<file path="src/rtl/spq_pkg.sv">
`default_nettype none

package spq_pkg;

	// operation codes on the request channel
	typedef enum logic [1:0] {
		FUNC_ENQUEUE = 2'd0,
		FUNC_DEQUEUE = 2'd1,
		FUNC_REMOVE  = 2'd2,
		FUNC_NOP     = 2'd3
	} spq_func_t;

	// status codes on the response channel
	typedef enum logic [1:0] {
		ST_OK       = 2'd0,
		ST_FULL     = 2'd1,
		ST_EMPTY    = 2'd2,
		ST_NOTFOUND = 2'd3
	} spq_status_t;

	typedef enum logic {
		S_IDLE,
		S_REMOVE
	} spq_state_t;

	// what every cell does at the next edge
	typedef enum logic [1:0] {
		CELL_HOLD,
		CELL_INSERT,
		CELL_COMPACT
	} spq_cell_op_t;

	typedef struct packed {
		spq_cell_op_t op;
		logic         occupied;
	} spq_cell_cmd_t;

	// handed from each cell to its right-hand neighbour
	typedef struct packed {
		logic lt;   // holds an entry of lower priority than the key
		logic seen; // a matching entry sits here or further left
	} spq_link_t;

endpackage

`default_nettype wire

</file>
<file path="src/rtl/spq_req_if.sv">
`default_nettype none

interface spq_req_if #(
	parameter int VALUE_BITS    = 16,
	parameter int PRIORITY_BITS = 8
);
	logic                     valid;
	logic                     ready;
	logic [1:0]               func;
	logic [VALUE_BITS-1:0]    in_value;
	logic [PRIORITY_BITS-1:0] in_priority;

	modport source (output valid, func, in_value, in_priority, input ready);
	modport sink   (input valid, func, in_value, in_priority, output ready);
endinterface

`default_nettype wire

</file>
<file path="src/rtl/spq_rsp_if.sv">
`default_nettype none

interface spq_rsp_if #(
	parameter int VALUE_BITS    = 16,
	parameter int PRIORITY_BITS = 8,
	parameter int COUNT_BITS    = 5
);
	logic                     valid;
	logic                     ready;
	logic [1:0]               status;
	logic [VALUE_BITS-1:0]    out_value;
	logic [PRIORITY_BITS-1:0] out_priority;
	logic [COUNT_BITS-1:0]    removed_count;
	logic [COUNT_BITS-1:0]    occupancy;
	logic                     now_empty;
	logic                     now_full;

	modport source (output valid, status, out_value, out_priority, removed_count,
		occupancy, now_empty, now_full, input ready);
	modport sink   (input valid, status, out_value, out_priority, removed_count,
		occupancy, now_empty, now_full, output ready);
endinterface

`default_nettype wire

</file>
<file path="src/rtl/spq_cell.sv">
`default_nettype none

// One slot of the sorted list. Inserts shift right, compaction shifts left.
module spq_cell #(
	parameter int VALUE_BITS    = 16,
	parameter int PRIORITY_BITS = 8
) (
	input  wire                             clk,
	input  spq_pkg::spq_cell_cmd_t          cmd,
	input  wire logic [PRIORITY_BITS-1:0]   key,
	input  wire logic [VALUE_BITS-1:0]      new_val,
	input  spq_pkg::spq_link_t              link_in,
	output spq_pkg::spq_link_t              link_out,
	input  wire logic [VALUE_BITS-1:0]      left_val,
	input  wire logic [PRIORITY_BITS-1:0]   left_prio,
	input  wire logic [VALUE_BITS-1:0]      right_val,
	input  wire logic [PRIORITY_BITS-1:0]   right_prio,
	output logic      [VALUE_BITS-1:0]      cell_val,
	output logic      [PRIORITY_BITS-1:0]   cell_prio
);

	logic [VALUE_BITS-1:0]    val_q;
	logic [PRIORITY_BITS-1:0] prio_q;
	logic                     match;

	assign match         = cmd.occupied && (prio_q == key);
	assign link_out.lt   = cmd.occupied && (prio_q < key);
	assign link_out.seen = link_in.seen | match;
	assign cell_val      = val_q;
	assign cell_prio     = prio_q;

	always_ff @(posedge clk) begin
		unique case (cmd.op)
			spq_pkg::CELL_INSERT: begin
				if (!link_out.lt) begin
					if (link_in.lt) begin
						val_q  <= new_val;
						prio_q <= key;
					end else begin
						val_q  <= left_val;
						prio_q <= left_prio;
					end
				end
			end
			spq_pkg::CELL_COMPACT: begin
				if (link_out.seen) begin
					val_q  <= right_val;
					prio_q <= right_prio;
				end
			end
			default: begin
			end
		endcase
	end

endmodule

`default_nettype wire

</file>
<file path="src/rtl/sorted_priority_queue.sv">
// Sorted priority queue: holds up to CAPACITY value/priority pairs in a row of
// cells, slot 0 the lowest priority. Enqueue inserts ahead of the first entry
// of equal or greater priority; dequeue returns the tail (greatest priority,
// oldest among equals); remove-priority deletes every entry of one priority.
// Each request transfer yields exactly one response transfer. Enqueue, dequeue,
// the unused code and remove on an empty queue are done in the cycle of the
// request transfer, so the response is on the port in the next cycle and a new
// request can be taken every cycle while responses are taken. Remove-priority
// on a non-empty queue then compacts the chain, closing one gap per cycle, until
// none of the matching entries (at most CAPACITY of them) is left, and registers
// its response once the response register is free; no request is taken until
// that response is registered.
`default_nettype none

module sorted_priority_queue #(
	parameter int CAPACITY      = 16,
	parameter int VALUE_BITS    = 16,
	parameter int PRIORITY_BITS = 8
) (
	input wire      clk,
	input wire      arst_n,
	spq_req_if.sink   req,
	spq_rsp_if.source rsp
);

	localparam int CW = $clog2(CAPACITY + 1); // entry count
	localparam int IW = $clog2(CAPACITY);     // slot index

	// ---------------------------------------------------------------
	// state
	// ---------------------------------------------------------------
	spq_pkg::spq_state_t      state_q, state_d;
	logic [CW-1:0]            count_q, count_d;
	logic [CW-1:0]            rc_q, rc_d;       // removed so far
	logic [PRIORITY_BITS-1:0] key_q, key_d;     // priority being removed

	// response register
	logic                     rsp_valid_q;
	spq_pkg::spq_status_t     status_q;
	logic [VALUE_BITS-1:0]    out_val_q;
	logic [PRIORITY_BITS-1:0] out_prio_q;
	logic [CW-1:0]            out_rc_q;
	logic [CW-1:0]            occ_q;

	// ---------------------------------------------------------------
	// cell chain
	// ---------------------------------------------------------------
	spq_pkg::spq_cell_op_t    cell_op;
	logic [PRIORITY_BITS-1:0] key;
	spq_pkg::spq_link_t       link [CAPACITY+1];
	logic [VALUE_BITS-1:0]    pad_val  [CAPACITY+2];
	logic [PRIORITY_BITS-1:0] pad_prio [CAPACITY+2];
	logic [VALUE_BITS-1:0]    cell_val  [CAPACITY];
	logic [PRIORITY_BITS-1:0] cell_prio [CAPACITY];

	// insertion point seen from the left of slot 0; nothing matched yet
	assign link[0] = '{lt: 1'b1, seen: 1'b0};
	// ends of the chain: contents only land in slots past the count
	assign pad_val[0]           = '0;
	assign pad_prio[0]          = '0;
	assign pad_val[CAPACITY+1]  = '0;
	assign pad_prio[CAPACITY+1] = '0;

	assign key = (state_q == spq_pkg::S_REMOVE) ? key_q : req.in_priority;

	for (genvar i = 0; i < CAPACITY; i++) begin : g_cell
		spq_pkg::spq_cell_cmd_t cmd;

		assign cmd.op       = cell_op;
		assign cmd.occupied = count_q > CW'(i);
		assign pad_val[i+1]  = cell_val[i];
		assign pad_prio[i+1] = cell_prio[i];

		spq_cell #(
			.VALUE_BITS   (VALUE_BITS),
			.PRIORITY_BITS(PRIORITY_BITS)
		) u_cell (
			.clk       (clk),
			.cmd       (cmd),
			.key       (key),
			.new_val   (req.in_value),
			.link_in   (link[i]),
			.link_out  (link[i+1]),
			.left_val  (pad_val[i]),
			.left_prio (pad_prio[i]),
			.right_val (pad_val[i+2]),
			.right_prio(pad_prio[i+2]),
			.cell_val  (cell_val[i]),
			.cell_prio (cell_prio[i])
		);
	end

	// tail slot, read on dequeue (only when the count is non-zero)
	logic [IW-1:0] tail_idx;
	assign tail_idx = IW'(count_q - CW'(1));

	// ---------------------------------------------------------------
	// control
	// ---------------------------------------------------------------
	logic                     rsp_free;
	logic                     req_fire;
	logic                     load_rsp;
	spq_pkg::spq_status_t     res_status;
	logic [VALUE_BITS-1:0]    res_val;
	logic [PRIORITY_BITS-1:0] res_prio;
	logic [CW-1:0]            res_rc;

	assign rsp_free  = !rsp_valid_q || rsp.ready;
	assign req.ready = (state_q == spq_pkg::S_IDLE) && rsp_free;
	assign req_fire  = req.valid && req.ready;

	always_ff @(posedge clk or negedge arst_n) begin
		if (!arst_n) begin
			state_q <= spq_pkg::S_IDLE;
			count_q <= '0;
		end else begin
			state_q <= state_d;
			count_q <= count_d;
		end
	end

	always_ff @(posedge clk) begin
		rc_q  <= rc_d;
		key_q <= key_d;
	end

	always_comb begin
		state_d    = state_q;
		count_d    = count_q;
		rc_d       = rc_q;
		key_d      = key_q;
		cell_op    = spq_pkg::CELL_HOLD;
		load_rsp   = 1'b0;
		res_status = spq_pkg::ST_OK;
		res_val    = '0;
		res_prio   = '0;
		res_rc     = '0;
		unique case (state_q)
			spq_pkg::S_IDLE: begin
				if (req_fire) begin
					unique case (spq_pkg::spq_func_t'(req.func))
						spq_pkg::FUNC_ENQUEUE: begin
							load_rsp = 1'b1;
							if (count_q == CW'(CAPACITY)) begin
								res_status = spq_pkg::ST_FULL;
							end else begin
								cell_op = spq_pkg::CELL_INSERT;
								count_d = count_q + CW'(1);
							end
						end
						spq_pkg::FUNC_DEQUEUE: begin
							load_rsp = 1'b1;
							if (count_q == '0) begin
								res_status = spq_pkg::ST_EMPTY;
							end else begin
								res_val  = cell_val[tail_idx];
								res_prio = cell_prio[tail_idx];
								count_d  = count_q - CW'(1);
							end
						end
						spq_pkg::FUNC_REMOVE: begin
							if (count_q == '0) begin
								load_rsp   = 1'b1;
								res_status = spq_pkg::ST_EMPTY;
							end else begin
								state_d = spq_pkg::S_REMOVE;
								key_d   = req.in_priority;
								rc_d    = '0;
							end
						end
						default: begin
							load_rsp = 1'b1;
						end
					endcase
				end
			end
			spq_pkg::S_REMOVE: begin
				// a match anywhere shows at the right end of the chain
				if (link[CAPACITY].seen) begin
					cell_op = spq_pkg::CELL_COMPACT;
					count_d = count_q - CW'(1);
					rc_d    = rc_q + CW'(1);
				end else if (rsp_free) begin
					load_rsp   = 1'b1;
					res_rc     = rc_q;
					res_status = (rc_q == '0) ? spq_pkg::ST_NOTFOUND : spq_pkg::ST_OK;
					state_d    = spq_pkg::S_IDLE;
				end
			end
			default: begin
				state_d = spq_pkg::S_IDLE;
			end
		endcase
	end

	// ---------------------------------------------------------------
	// response register
	// ---------------------------------------------------------------
	always_ff @(posedge clk or negedge arst_n) begin
		if (!arst_n) begin
			rsp_valid_q <= 1'b0;
		end else if (load_rsp) begin
			rsp_valid_q <= 1'b1;
		end else if (rsp.ready) begin
			rsp_valid_q <= 1'b0;
		end
	end

	always_ff @(posedge clk) begin
		if (load_rsp) begin
			status_q   <= res_status;
			out_val_q  <= res_val;
			out_prio_q <= res_prio;
			out_rc_q   <= res_rc;
			occ_q      <= count_d;
		end
	end

	assign rsp.valid         = rsp_valid_q;
	assign rsp.status        = status_q;
	assign rsp.out_value     = out_val_q;
	assign rsp.out_priority  = out_prio_q;
	assign rsp.removed_count = out_rc_q;
	assign rsp.occupancy     = occ_q;
	assign rsp.now_empty     = occ_q == '0;
	assign rsp.now_full      = occ_q == CW'(CAPACITY);

	// ---------------------------------------------------------------
	// assertions
	// ---------------------------------------------------------------
	a_count_bound: assert property (@(posedge clk) disable iff (!arst_n)
		count_q <= CW'(CAPACITY))
		else $error("entry count beyond capacity");

	a_full_flag: assert property (@(posedge clk) disable iff (!arst_n)
		rsp_valid_q && (status_q == spq_pkg::ST_FULL) |-> rsp.now_full)
		else $error("full rejection reported below capacity");

	a_enq_grows: assert property (@(posedge clk) disable iff (!arst_n)
		req_fire && (req.func == spq_pkg::FUNC_ENQUEUE) && (count_q != CW'(CAPACITY))
		|=> count_q == $past(count_q) + CW'(1))
		else $error("enqueue did not add one entry");

	for (genvar i = 1; i < CAPACITY; i++) begin : g_sorted
		a_sorted: assert property (@(posedge clk) disable iff (!arst_n)
			(count_q > CW'(i)) |-> (cell_prio[i-1] <= cell_prio[i]))
			else $error("held entries out of priority order");
	end

endmodule

`default_nettype wire

</file>
<file path="src/flat_wrapper.sv">
// flat-port wrapper written by rule: the top's interface ports become plain ports
module sorted_priority_queue_flat 
#(
	parameter int CAPACITY      = 16,
	parameter int VALUE_BITS    = 16,
	parameter int PRIORITY_BITS = 8
)
  (clk, arst_n, req_valid, req_func, req_in_value, req_in_priority, req_ready, rsp_valid, rsp_status, rsp_out_value, rsp_out_priority, rsp_removed_count, rsp_occupancy, rsp_now_empty, rsp_now_full, rsp_ready);
  spq_req_if #(.VALUE_BITS(VALUE_BITS), .PRIORITY_BITS(PRIORITY_BITS)) req_i ();
  spq_rsp_if #(.VALUE_BITS(VALUE_BITS), .PRIORITY_BITS(PRIORITY_BITS), .COUNT_BITS((5))) rsp_i ();
  input wire clk;
  input wire arst_n;
  input wire logic [$bits(req_i.valid)-1:0] req_valid;
  input wire logic [$bits(req_i.func)-1:0] req_func;
  input wire logic [$bits(req_i.in_value)-1:0] req_in_value;
  input wire logic [$bits(req_i.in_priority)-1:0] req_in_priority;
  output wire logic [$bits(req_i.ready)-1:0] req_ready;
  output wire logic [$bits(rsp_i.valid)-1:0] rsp_valid;
  output wire logic [$bits(rsp_i.status)-1:0] rsp_status;
  output wire logic [$bits(rsp_i.out_value)-1:0] rsp_out_value;
  output wire logic [$bits(rsp_i.out_priority)-1:0] rsp_out_priority;
  output wire logic [$bits(rsp_i.removed_count)-1:0] rsp_removed_count;
  output wire logic [$bits(rsp_i.occupancy)-1:0] rsp_occupancy;
  output wire logic [$bits(rsp_i.now_empty)-1:0] rsp_now_empty;
  output wire logic [$bits(rsp_i.now_full)-1:0] rsp_now_full;
  input wire logic [$bits(rsp_i.ready)-1:0] rsp_ready;
  assign req_i.valid = req_valid;
  assign req_i.func = req_func;
  assign req_i.in_value = req_in_value;
  assign req_i.in_priority = req_in_priority;
  assign req_ready = req_i.ready;
  assign rsp_valid = rsp_i.valid;
  assign rsp_status = rsp_i.status;
  assign rsp_out_value = rsp_i.out_value;
  assign rsp_out_priority = rsp_i.out_priority;
  assign rsp_removed_count = rsp_i.removed_count;
  assign rsp_occupancy = rsp_i.occupancy;
  assign rsp_now_empty = rsp_i.now_empty;
  assign rsp_now_full = rsp_i.now_full;
  assign rsp_i.ready = rsp_ready;
  sorted_priority_queue #(.CAPACITY(CAPACITY), .VALUE_BITS(VALUE_BITS), .PRIORITY_BITS(PRIORITY_BITS)) u_core (.clk(clk), .arst_n(arst_n), .req(req_i), .rsp(rsp_i));
endmodule
</file>
<file path="config.mk">
export PLATFORM = sky130hd
export DESIGN_NAME = sorted_priority_queue_flat
export DESIGN_NICKNAME = d
export VERILOG_FILES = /design/src/rtl/spq_pkg.sv /design/src/rtl/spq_req_if.sv /design/src/rtl/spq_rsp_if.sv /design/src/rtl/spq_cell.sv /design/src/rtl/sorted_priority_queue.sv /design/src/flat_wrapper.sv
export SDC_FILE = /design/constraint.sdc
export NUM_CORES = 1
export LEC_CHECK = 0
export ABC_AREA = 1
export ABC_CLOCK_PERIOD_IN_PS = 8109
export BUFFER_PORTS_ARGS = -buffer_cell sky130_fd_sc_hd__buf_2
export CAP_MARGIN = 10
export CORE_MARGIN = 8
export CORE_UTILIZATION = 27
export CTS_CLUSTER_DIAMETER = 30
export DETAILED_ROUTE_END_ITERATION = 8
export PLACE_DENSITY = 0.38
export SLEW_MARGIN = 10
export SYNTH_ARGS = -nofsm -noshare
export SYNTH_HDL_FRONTEND = slang
export SYNTH_SLANG_ARGS = --single-unit
</file>
<file path="constraint.sdc">
create_clock -name clk -period 8.11 [get_ports clk]
set_input_delay 0.4055 -clock clk [delete_from_list [all_inputs] [get_ports clk]]
set_output_delay 0.4055 -clock clk [all_outputs]
set_load 0.02 [all_outputs]
</file>
; Word-level counts from Yosys, hierarchy flattened
; Cells that the tools add are included.
[totals]
input_bits = 30
register_bits = 440
out_inout_bits = 40
word_cells = 391
[op_classes]
n_reduce_logical = 63
order_cmp = 33
n_eq_ne = 58
muxes = 171
addsub = 3
n_bitwise = 21
[op_table]
columns = op, n
row1 = two-way mux 16 bit, 49
row2 = case mux 16 bit (2 select lines), 16
row3 = two-way mux 8 bit, 50
row4 = case mux 8 bit (2 select lines), 16
row5 = equality test 8 bit, 16
row6 = less-than comparator 8 bit, 16
row7 = != test 2 bit (second input constant), 35
row8 = binary-select mux 16 bit (select 4 bit), 1
row9 = AND reduction 3 bit, 16
row10 = > comparator 5 x 4 -> 1 bit (second input constant), 8
row11 = two-way mux 5 bit, 8
row12 = logical AND 1 bit, 34
row13 = binary-select mux 8 bit (select 4 bit), 1
row14 = case mux 5 bit (2 select lines), 3
row15 = > comparator 5 x 3 -> 1 bit (second input constant), 4
row16 = two-way mux 2 bit, 8
row17 = logical NOT 5 bit, 3
row18 = OR 1 bit, 15
row19 = two-way mux 1 bit, 14
row20 = case mux 2 bit (2 select lines), 3
row21 = adder 5 x 1 -> 5 bit (second input constant), 2
row22 = equality test 5 bit (second input constant), 2
row23 = > comparator 5 x 1 -> 1 bit (second input constant), 2
row24 = > comparator 5 x 2 -> 1 bit (second input constant), 2
row25 = 16 further kinds, 25

; Depth between registers and ports, before layout
; Gate-level depths: netlist of run 1.
[depth]
depth_word = 23
depth_mapped = 26
ltp_nobuf = 21

; Cells and area by module
; From an unflattened synthesis of run 1, not the netlist that was laid out.
[unflattened]
hier_cells = 4531
hier_area_um2 = 32200.9
[by_module_without_submodules]
columns = module, cells_per_inst, area_each_um2, n_inst, seq_area_each_um2
row1 = spq_cell, 197, 1555.2, 16, 720.7
row2 = sorted_priority_queue, 1379, 7317.0, 1, 1646.6

; Least setup slack after synthesis of run 1
; Ideal clock, no wire load.
[synth_timing]
path_kind = reg2reg
from = reg u_core.state_q
to = reg u_core.g_cell[11].u_cell.prio_q[0], enable pin
required_ps = 7672
n_path_buf = 5
period_less_slack_ps = 5605
stages_incl_launch_ff = 24
setup_ps = 438
t_arrival_ps = 5166
path_slack_ps = 2505
cell_sequence = dfrtp_1 clkbuf_1 inv_1 buf_2 or2_2 o21ai_1 clkbuf_1 ha_1 nand2_1 inv_1 nand2_1 nor2_1 nand2_2 nand3_2 nor2_2 nand4_2 nor2_2 nand4_2 nor3_2 nand4_2 nand2_1 buf_4 buf_2 o21ai_0
[synth_via]
elab_chain_cells = 23
elab_cells_between_ends = 62
cone_classes = order compare: 1 / eq/ne: 20 / mux: 4 / bitwise: 16 / reduce/logical: 21
[synth_lines]
columns = element, line_no
row1 = start: declaration, sorted_priority_queue.sv:32  ; spq_pkg::spq_state_t state_q, state_d;
row2 = start signal: assignment, sorted_priority_queue.sv:114  ; state_q <= spq_pkg::S_IDLE;
row3 = start signal: assignment, sorted_priority_queue.sv:117  ; state_q <= state_d;
row4 = two-way mux 8 bit, sorted_priority_queue.sv:64  ; assign key = (state_q == spq_pkg::S_REMOVE) ? key_q : req.in_priority;
row5 = equality test 8 bit, spq_cell.sv:26  ; assign match = cmd.occupied && (prio_q == key);
row6 = logical AND 1 bit, spq_cell.sv:26
row7 = OR 1 bit (15 in a row), spq_cell.sv:28  ; assign link_out.seen = link_in.seen | match;
row8 = two-way mux 2 bit, sorted_priority_queue.sv:179  ; if (link[CAPACITY].seen) begin
row9 = case mux 2 bit (2 select lines), sorted_priority_queue.sv:138  ; unique case (state_q)
row10 = equality test 2 x 1 -> 1 bit or equality test 2 bit (tied branches), spq_cell.sv:33  ; unique case (cmd.op)
row11 = != test 2 bit (no source line) or nonzero test 2 bit (tied branches), --
row12 = AND reduction 3 bit (no source line) (*), --
row13 = end signal: assignment, spq_cell.sv:38  ; prio_q <= key;
row14 = end signal: assignment, spq_cell.sv:41  ; prio_q <= left_prio;
row15 = end signal: assignment, spq_cell.sv:48  ; prio_q <= right_prio;
row16 = end: declaration, spq_cell.sv:23  ; logic [PRIORITY_BITS-1:0] prio_q;
; Every way passes the cells marked *; elsewhere a longest branch is shown, timed or not.
; A chain may end at the register's enable or synchronous reset.

; Worst setup path in the final report of run 1
[layout_timing]
from = reg u_core.state_q
to = reg u_core.g_cell[13].u_cell.val_q[15] (data pin)
[layout_via]
elab_chain_cells = 22
elab_cells_between_ends = 61
cone_classes = order compare: 1 / eq/ne: 18 / mux: 7 / bitwise: 16 / reduce/logical: 19
[layout_lines]
columns = element, line_no
row1 = two-way mux 8 bit, sorted_priority_queue.sv:64
row2 = equality test 8 bit, spq_cell.sv:26
row3 = logical AND 1 bit, spq_cell.sv:26
row4 = OR 1 bit (15 in a row), spq_cell.sv:28
row5 = two-way mux 2 bit, sorted_priority_queue.sv:179
row6 = case mux 2 bit (2 select lines), sorted_priority_queue.sv:138
row7 = equality test 2 bit or equality test 2 x 1 -> 1 bit (tied branches), spq_cell.sv:33
row8 = case mux 16 bit (2 select lines) (*), spq_cell.sv:33
row9 = end signal: assignment, spq_cell.sv:37  ; val_q <= new_val;
row10 = end signal: assignment, spq_cell.sv:40  ; val_q <= left_val;
row11 = end signal: assignment, spq_cell.sv:47  ; val_q <= right_val;
row12 = end: declaration, spq_cell.sv:22  ; logic [VALUE_BITS-1:0] val_q;
; Every way passes the cells marked *; elsewhere a longest branch is shown, timed or not. The select of a mux whose other input is x is not followed.

==> flow_summary.json, run 1 <==
{
  "drtIter0Drc": 2558,
  "wl_mm": 127,
  "io_buffers": 69,
  "worstPathArrival_ps": 7380,
  "hold_viol_final": 0,
  "fp.dieW_um": 344,
  "avgRoutedWirePerCell_um": 24.0,
  "post_cts_buffers": 0,
  "holdCritStartpoint": "req_in_value[8]",
  "yosysSeqAreaShare_pct": 45.5,
  "pre_cts_slack_ps": 1320,
  "synth_cells": 3747,
  "clk_pin_slew_ps": 40,
  "maxCapViolCount": 0,
  "synth.cell_area_um2": 29000,
  "grt_start_max_net_pins": 170,
  "endpoint_kind": "flop",
  "min_to": "u_core.g_cell[0].u_cell.cell_val[8]",
  "path_cells": "inv_1, or2_2, o21ai_1, inv_1, ha_1, nand2_1, nor2_1, nand3_2, nand3_2, nor2_2, nand4_2, nor2_2, nand4_2, nor3_2, nand4_2, nand2_4, buf_4, buf_4, nand2_1, nand2_1",
  "rsz0062_at_grt": "false",
  "core_um2": 107000,
  "holdPathStages": 3,
  "min_path_type": "primary input to flop",
  "fp-row-count": 120,
  "drv_slew": 0,
  "dieArea_um2": 118000,
  "fin_skew_ps": 31.0,
  "run_status": "finished clean",
  "via_per_inst": 5.13,
  "clock-sinks": 440,
  "cts_tree": "yes",
  "slowest_stage": "inv_1",
  "grt_pass1_vias": 26500,
  "grt-ovfl-total": 0,
  "power_density_nw_per_um2": 401,
  "synth_enable_flop_cells": 433,
  "synth_cell_type_count": 48,
  "grt_first_pass_wirelength_mm": 185,
  "drtAntennaViolNets": 0,
  "cts_root_buffer": "clkbuf_16",
  "fin_cells": 5302,
  "crit_path_max_incr_delay_ps": 780,
  "max-vdd-ir-drop_mv": 0.301,
  "min_period_ps": 6790,
  "vias": 27200,
  "hpwl_mm": 76.9,
  "min_period_over_period_pct": 83.7,
  "clk_path_buf_depth": 3,
  "clk_latency_ps": 740,
  "crit_fanout": 55,
  "yosys_warnings": 0,
  "antenna_found_initial": 7,
  "reg2regPathDepth": 20,
  "cts_max_level": 4,
  "worstMarginPinSlew_ps": 1170,
  "async_flop_share_pct": 1.59,
  "fin_tns_setup_ps": 0,
  "startpoint_type": "flop",
  "dr.pass1.iters": 5,
  "r2r-end": "u_core.g_cell[13].u_cell.cell_val[15]",
  "postLayoutSetupSlackWorst_ps": 1320,
  "reg2reg_slack_ps": 1320,
  "fmax_mhz": 147,
  "setup_violations": 0,
  "n_fill_cell": 11400,
  "synth.avg_cell_area_um2": 7.73,
  "grtUsageTotal_pct": 21.2,
  "worstSetupPathType": "flop to flop",
  "ys_ff_latch": 440,
  "dieHeight_um": 344,
  "io_pins": 70,
  "r2r-start": "u_core.state_q",
  "leakage_nw": 15.0,
  "drive_above_1_share_pct": 10.8,
  "nets": 3949,
  "place.gp.congestion": 0.804,
  "synth_ff_type": "edfxtp_1",
  "syn-num-nets": 3917,
  "drcViolationCount": 0,
  "place_inst": 5014,
  "relSlewSlack_pct": 21.8,
  "worstPathRequired_ps": 8700,
  "syn_to_final_growth_pct": 22.7,
  "cts_made_buffers": 152,
  "start_util_pct": 27.1
}
what timing repair did:
action,CTS,global route
hold buffers,14,0
resized for setup,0,0
endpoints found under the hold margin,20,0
worst max path at each step:
stage / from / endpoint / slack (ps)
after global routing: u_core.state_q / u_core.g_cell[13].u_cell.cell_val[15] / 760
after global placement: u_core.state_q / u_core.g_cell[8].u_cell.cell_prio[3] / 1480
final: u_core.state_q / u_core.g_cell[13].u_cell.cell_val[15] / 1320
after CTS: u_core.state_q / u_core.g_cell[8].u_cell.cell_prio[4] / 1190
after floorplan: u_core.state_q / u_core.g_cell[11].u_cell.cell_prio[0] / 2510
after detailed placement: u_core.state_q / u_core.g_cell[8].u_cell.cell_prio[4] / 1320
stage by stage:
| stage | power (mW) | util (%) | hold slack, ps | instance area (um^2) |
|---|---|---|---|---|
| finish | 14.3 | 33.3 | 34.2 | 35500 |
| global route | 15.1 | 33.3 | 43.6 | 35500 |
| CTS | 14.3 | 33.3 | 9.63 | 35500 |
| detailed placement | 8.96 | 28.8 | 259 | 30700 |
| global placement | 8.97 | 28.8 | 268 | 30700 |
| floorplan | 6.68 | - | 110 | 29000 |
cell type report:
| type | instances | area [um^2] | area share (%) |
|---|---|---|---|
| inverter | 130 | 495 | 1.39 |
| antenna | 1 | 2.50 | 0.00704 |
| sequential | 440 | 13200 | 37.1 |
| timing repair buffer | 148 | 1050 | 2.95 |
| tap | 1403 | 1760 | 4.94 |
| clock buffer | 201 | 4100 | 11.5 |
| multi-input combinational | 2907 | 14400 | 40.5 |
| clock inverter | 72 | 544 | 1.53 |
critical path, delay by kind of cell, from the launching register on:
family                   cells  cell delay [ps]
flip-flops                   1              330
buffers and inverters        4             2090
AND/OR/NAND/NOR             14             2980
adder cells (fa/ha/maj)      1              510
AO/OA/AOI/OAI                1              610
where the power goes:
part	switching, mW	internal [mW]
logic	4.14	1.57
registers	0.230	3.03
clock network	1.69	3.59
total	6.06	8.20
sequential cells by signal (all words and copies together), names as in the netlist:
| name | flops |
|---|---|
| u_core.g_cell.u_cell.cell_prio | 128 |
| u_core.rsp.out_priority | 8 |
| u_core.rc_q | 5 |
| u_core.rsp.valid | 1 |
| u_core.rsp.removed_count | 5 |
| u_core.state_q | 1 |
| u_core.rsp.occupancy | 5 |
| u_core.rsp.out_value | 16 |
| u_core.rsp.status | 2 |
| u_core.count_q | 5 |
| u_core.g_cell.u_cell.cell_val | 256 |
| u_core.key_q | 8 |
metal layers:
| layer | vias to the layer above | track usage [%] | wire length (um) |
|---|---|---|---|
| met5 | - | 0 | 0 |
| met4 | 0 | 7.44 | 3880 |
| met3 | 216 | 5.25 | 8600 |
| met2 | 873 | 31.8 | 54900 |
| met1 | 13300 | 29.5 | 59600 |
| li1 | 12800 | - | - |
synth_stat cells, types with 2 or more instances:
| cell | instances | area share (%) |
|---|---|---|
| nor2_1 | 215 | 2.8 |
| o221ai_1 | 25 | 0.76 |
| a21oi_1 | 123 | 2.1 |
| o21ai_0 | 586 | 10 |
| o22ai_1 | 46 | 0.99 |
| edfxtp_1 | 433 | 45 |
| xnor2_1 | 2 | 0.060 |
| nand3_2 | 3 | 0.10 |
| a211oi_1 | 3 | 0.078 |
| o21ai_1 | 10 | 0.17 |
| or2_2 | 9 | 0.19 |
| buf_2 | 31 | 0.54 |
| inv_2 | 5 | 0.065 |
| nor4_1 | 4 | 0.086 |
| nand2_1 | 1552 | 20 |
| xor2_1 | 2 | 0.060 |
| ha_1 | 140 | 6.0 |
| nor4_2 | 2 | 0.086 |
| buf_6 | 35 | 1.4 |
| nand4_2 | 4 | 0.17 |
| o211ai_1 | 73 | 1.9 |
| o2111ai_1 | 10 | 0.30 |
| inv_1 | 124 | 1.6 |
| nor2_2 | 19 | 0.41 |
| dfrtp_1 | 7 | 0.60 |
| nand2_2 | 3 | 0.065 |
| nand4_1 | 11 | 0.24 |
| nor3_1 | 4 | 0.069 |
| a2111oi_0 | 4 | 0.12 |
| nor2_4 | 2 | 0.078 |
| buf_1 | 9 | 0.12 |
| clkbuf_1 | 194 | 2.5 |
| nand3_1 | 42 | 0.73 |
cells by family (layout without fill, tap and decap cells):
family / Yosys count / after routing / share of synthesized area [%]
xor+xnor: 4 / 4 / 0.121
simple gates: 1876 / 1876 / 25.3
compound gates: 887 / 887 / 16.8
fa+ha+maj: 140 / 140 / 6.05
buf+inv: 400 / 551 / 6.24
flops: 440 / 440 / 45.5
other cells: 0 / 1 / 0
cell usage in the layout (no fill, tap or decap), types with 9 or more instances in the layout:
master	synthesis	layout
o22ai_1	46	46
nand3_1	42	41
a21oi_1	123	122
or2_2	9	9
o21ai_0	586	574
nor2_1	215	215
clkbuf_16	0	157
buf_2	31	69
dlygate4sd3_1	0	14
o211ai_1	73	73
nor2_2	19	18
ha_1	140	139
o21ai_4	0	18
clkinv_2	1	24
nand4_1	11	11
inv_1	124	122
buf_4	1	59
o2111ai_4	0	9
o221ai_1	25	25
edfxtp_1	433	433
clkbuf_1	194	43
clkinv_1	0	33
nand2_1	1552	1550
(Power assumes the default switching activity.)
==> run 2: changes to the inputs <==
- ABC_CLOCK_PERIOD_IN_PS: 8109 -> 6300
- clock period: 8.11 -> 6.3 ns (I/O delays scaled with it)
==> run 2 against run 1 <==
Utilization up 0.49 points. Hold slack got worse by 4.4 ps. First-iteration DRC count is 0.63% lower. Routed wire length rose by 3.1%. Flip-flop and latch count unchanged. Maximum frequency up 24%. Non-clock buffer count up 27. Critical path depth did not move. Combinational power up 31%. Register-to-register slack worse by 500 ps. Critical path type unchanged.
==> flow_summary.json, run 2 (synthesis gave the netlist of run 1 again) <==
{
  "run_status": "finished clean",
  "worstSetupPathType": "flop to flop",
  "wl_met3_mm": 8.01,
  "place.gp.congestion": 0.806,
  "cts_root_buffer": "clkbuf_16",
  "startpoint_type": "flop",
  "rsz0062_at_grt": "false",
  "fin_skew_ps": 50.9,
  "wl_met2_mm": 58.4,
  "nets": 3979,
  "slowest_stage": "inv_1",
  "hold_viol_final": 0,
  "cts_max_level": 4,
  "cts_tree": "yes",
  "via_per_inst": 5.19,
  "cp-startpoint": "u_core.state_q",
  "drcViolationCount": 0,
  "dieHeight_um": 344,
  "grtUsageTotal_pct": 21.8,
  "drv_slew": 0,
  "relSlewSlack_pct": 29.6,
  "worstPathRequired_ps": 6920,
  "place_area_um2": 31000,
  "start_util_pct": 27.1,
  "pre_cts_slack_ps": 907,
  "postLayoutSetupSlackWorst_ps": 820,
  "min_period_ps": 5480,
  "fin_cells": 5337,
  "post_cts_buffers": 0,
  "drtAntennaViolNets": 0,
  "holdCritStartpoint": "req_in_value[3]",
  "fmax_mhz": 182,
  "dr.pass1.iters": 6,
  "fin_util_pct": 33.8,
  "clk_latency_ps": 750,
  "crit_fanout": 87,
  "worstMarginPinSlew_ps": 1030,
  "hpwl_mm": 82.2,
  "power_density_nw_per_um2": 522,
  "postLayoutCellArea_um2": 36100,
  "endpoint_kind": "flop",
  "highest_layer": "met4",
  "hold_slack_ps": 29.8,
  "dieArea_um2": 118000,
  "core_um2": 107000,
  "layout_common_cells": "1550 x nand2_1, 574 x o21ai_0, 433 x edfxtp_1",
  "drive_above_1_share_pct": 11.5,
  "io_pins": 70,
  "grt_start_max_net_pins": 143,
  "finalPower_mw": 18.8,
  "place_inst": 5037,
  "leakage_nw": 15.2,
  "setup_violations": 0,
  "drtIter0Drc": 2542,
  "clk_path_buf_depth": 3,
  "syn_to_final_growth_pct": 24.5,
  "holdBufCountCts": 18,
  "grt_pass1_vias": 26900,
  "maxCapViolCount": 0,
  "crit_path_max_incr_delay_ps": 580,
  "clk_pin_slew_ps": 40,
  "antenna_found_initial": 7,
  "cts_made_buffers": 155,
  "clock-sinks": 440,
  "r2r-start": "u_core.state_q",
  "fin_tns_setup_ps": 0,
  "wl_met1_mm": 60.6,
  "min_period_over_period_pct": 87.0,
  "grt_first_pass_wirelength_mm": 190,
  "path_delay_family": "simple AND/OR/NAND/NOR gates",
  "largest_reg_flops": 256,
  "io_buffers": 69,
  "ctsResizeCount": 0,
  "vias": 27700,
  "grt-ovfl-total": 0,
  "max-vdd-ir-drop_mv": 0.374,
  "cp_num_buf_inv": 4,
  "fp.dieW_um": 344,
  "min_path_type": "primary input to flop",
  "fp-row-count": 120,
  "worstPathArrival_ps": 6100,
  "wl_mm": 131,
  "path_cells": "inv_1, or2_2, o21ai_1, inv_1, ha_1, nand2_1, nor2_1, nand3_2, nand3_2, nor2_2, nand4_2, nor2_2, nand4_2, nor3_2, nand4_2, nand2_4, buf_12, buf_12, nand2_1, nand2_1",
  "avgRoutedWirePerCell_um": 24.5,
  "mostFrequentLayoutCell": "nand2_1"
}
-- run 2: final cells by class --
cell class / count / area (um^2)
clock inverter: 89 / 758
antenna: 1 / 2.50
fill: 11400 / 70700
clock buffer: 192 / 4120
tap: 1403 / 1760
timing repair buffer: 175 / 1340
sequential: 440 / 13200
multi-input combinational: 2907 / 14400
inverter: 130 / 495
-- run 2: path summary, 6_finish.rpt --
kind | end | slack [ps] | cells after the start
hold reg to reg | u_core.g_cell[13].u_cell.cell_val[9] | 510 | 2
hold / removal | u_core.g_cell[0].u_cell.cell_val[3] | 30 | 3
setup / recovery | u_core.g_cell[0].u_cell.cell_prio[1] | 820 | 20
min in group asynchronous | u_core.count_q[0] | 620 | 3
setup reg to reg | u_core.g_cell[0].u_cell.cell_prio[1] | 820 | 20
max in group asynchronous | u_core.count_q[0] | 5310 | 3
-- run 2: power by group --
group	total, mW	switching (mW)	internal, mW
Clock	7.16	2.23	4.93
Combinational	7.47	5.39	2.08
Sequential	4.21	0.306	3.90
-- run 2: metal layers --
layer,global-route usage (%),up-vias
met5,0,-
met4,7.54,0
met3,3.89,214
met2,33.9,982
met1,30.4,13600
li1,-,12900
-- run 2: tightest hold or removal path: stages --
cell     delay, ps
buf_2          190
nand2_1         80
nand2_1         60
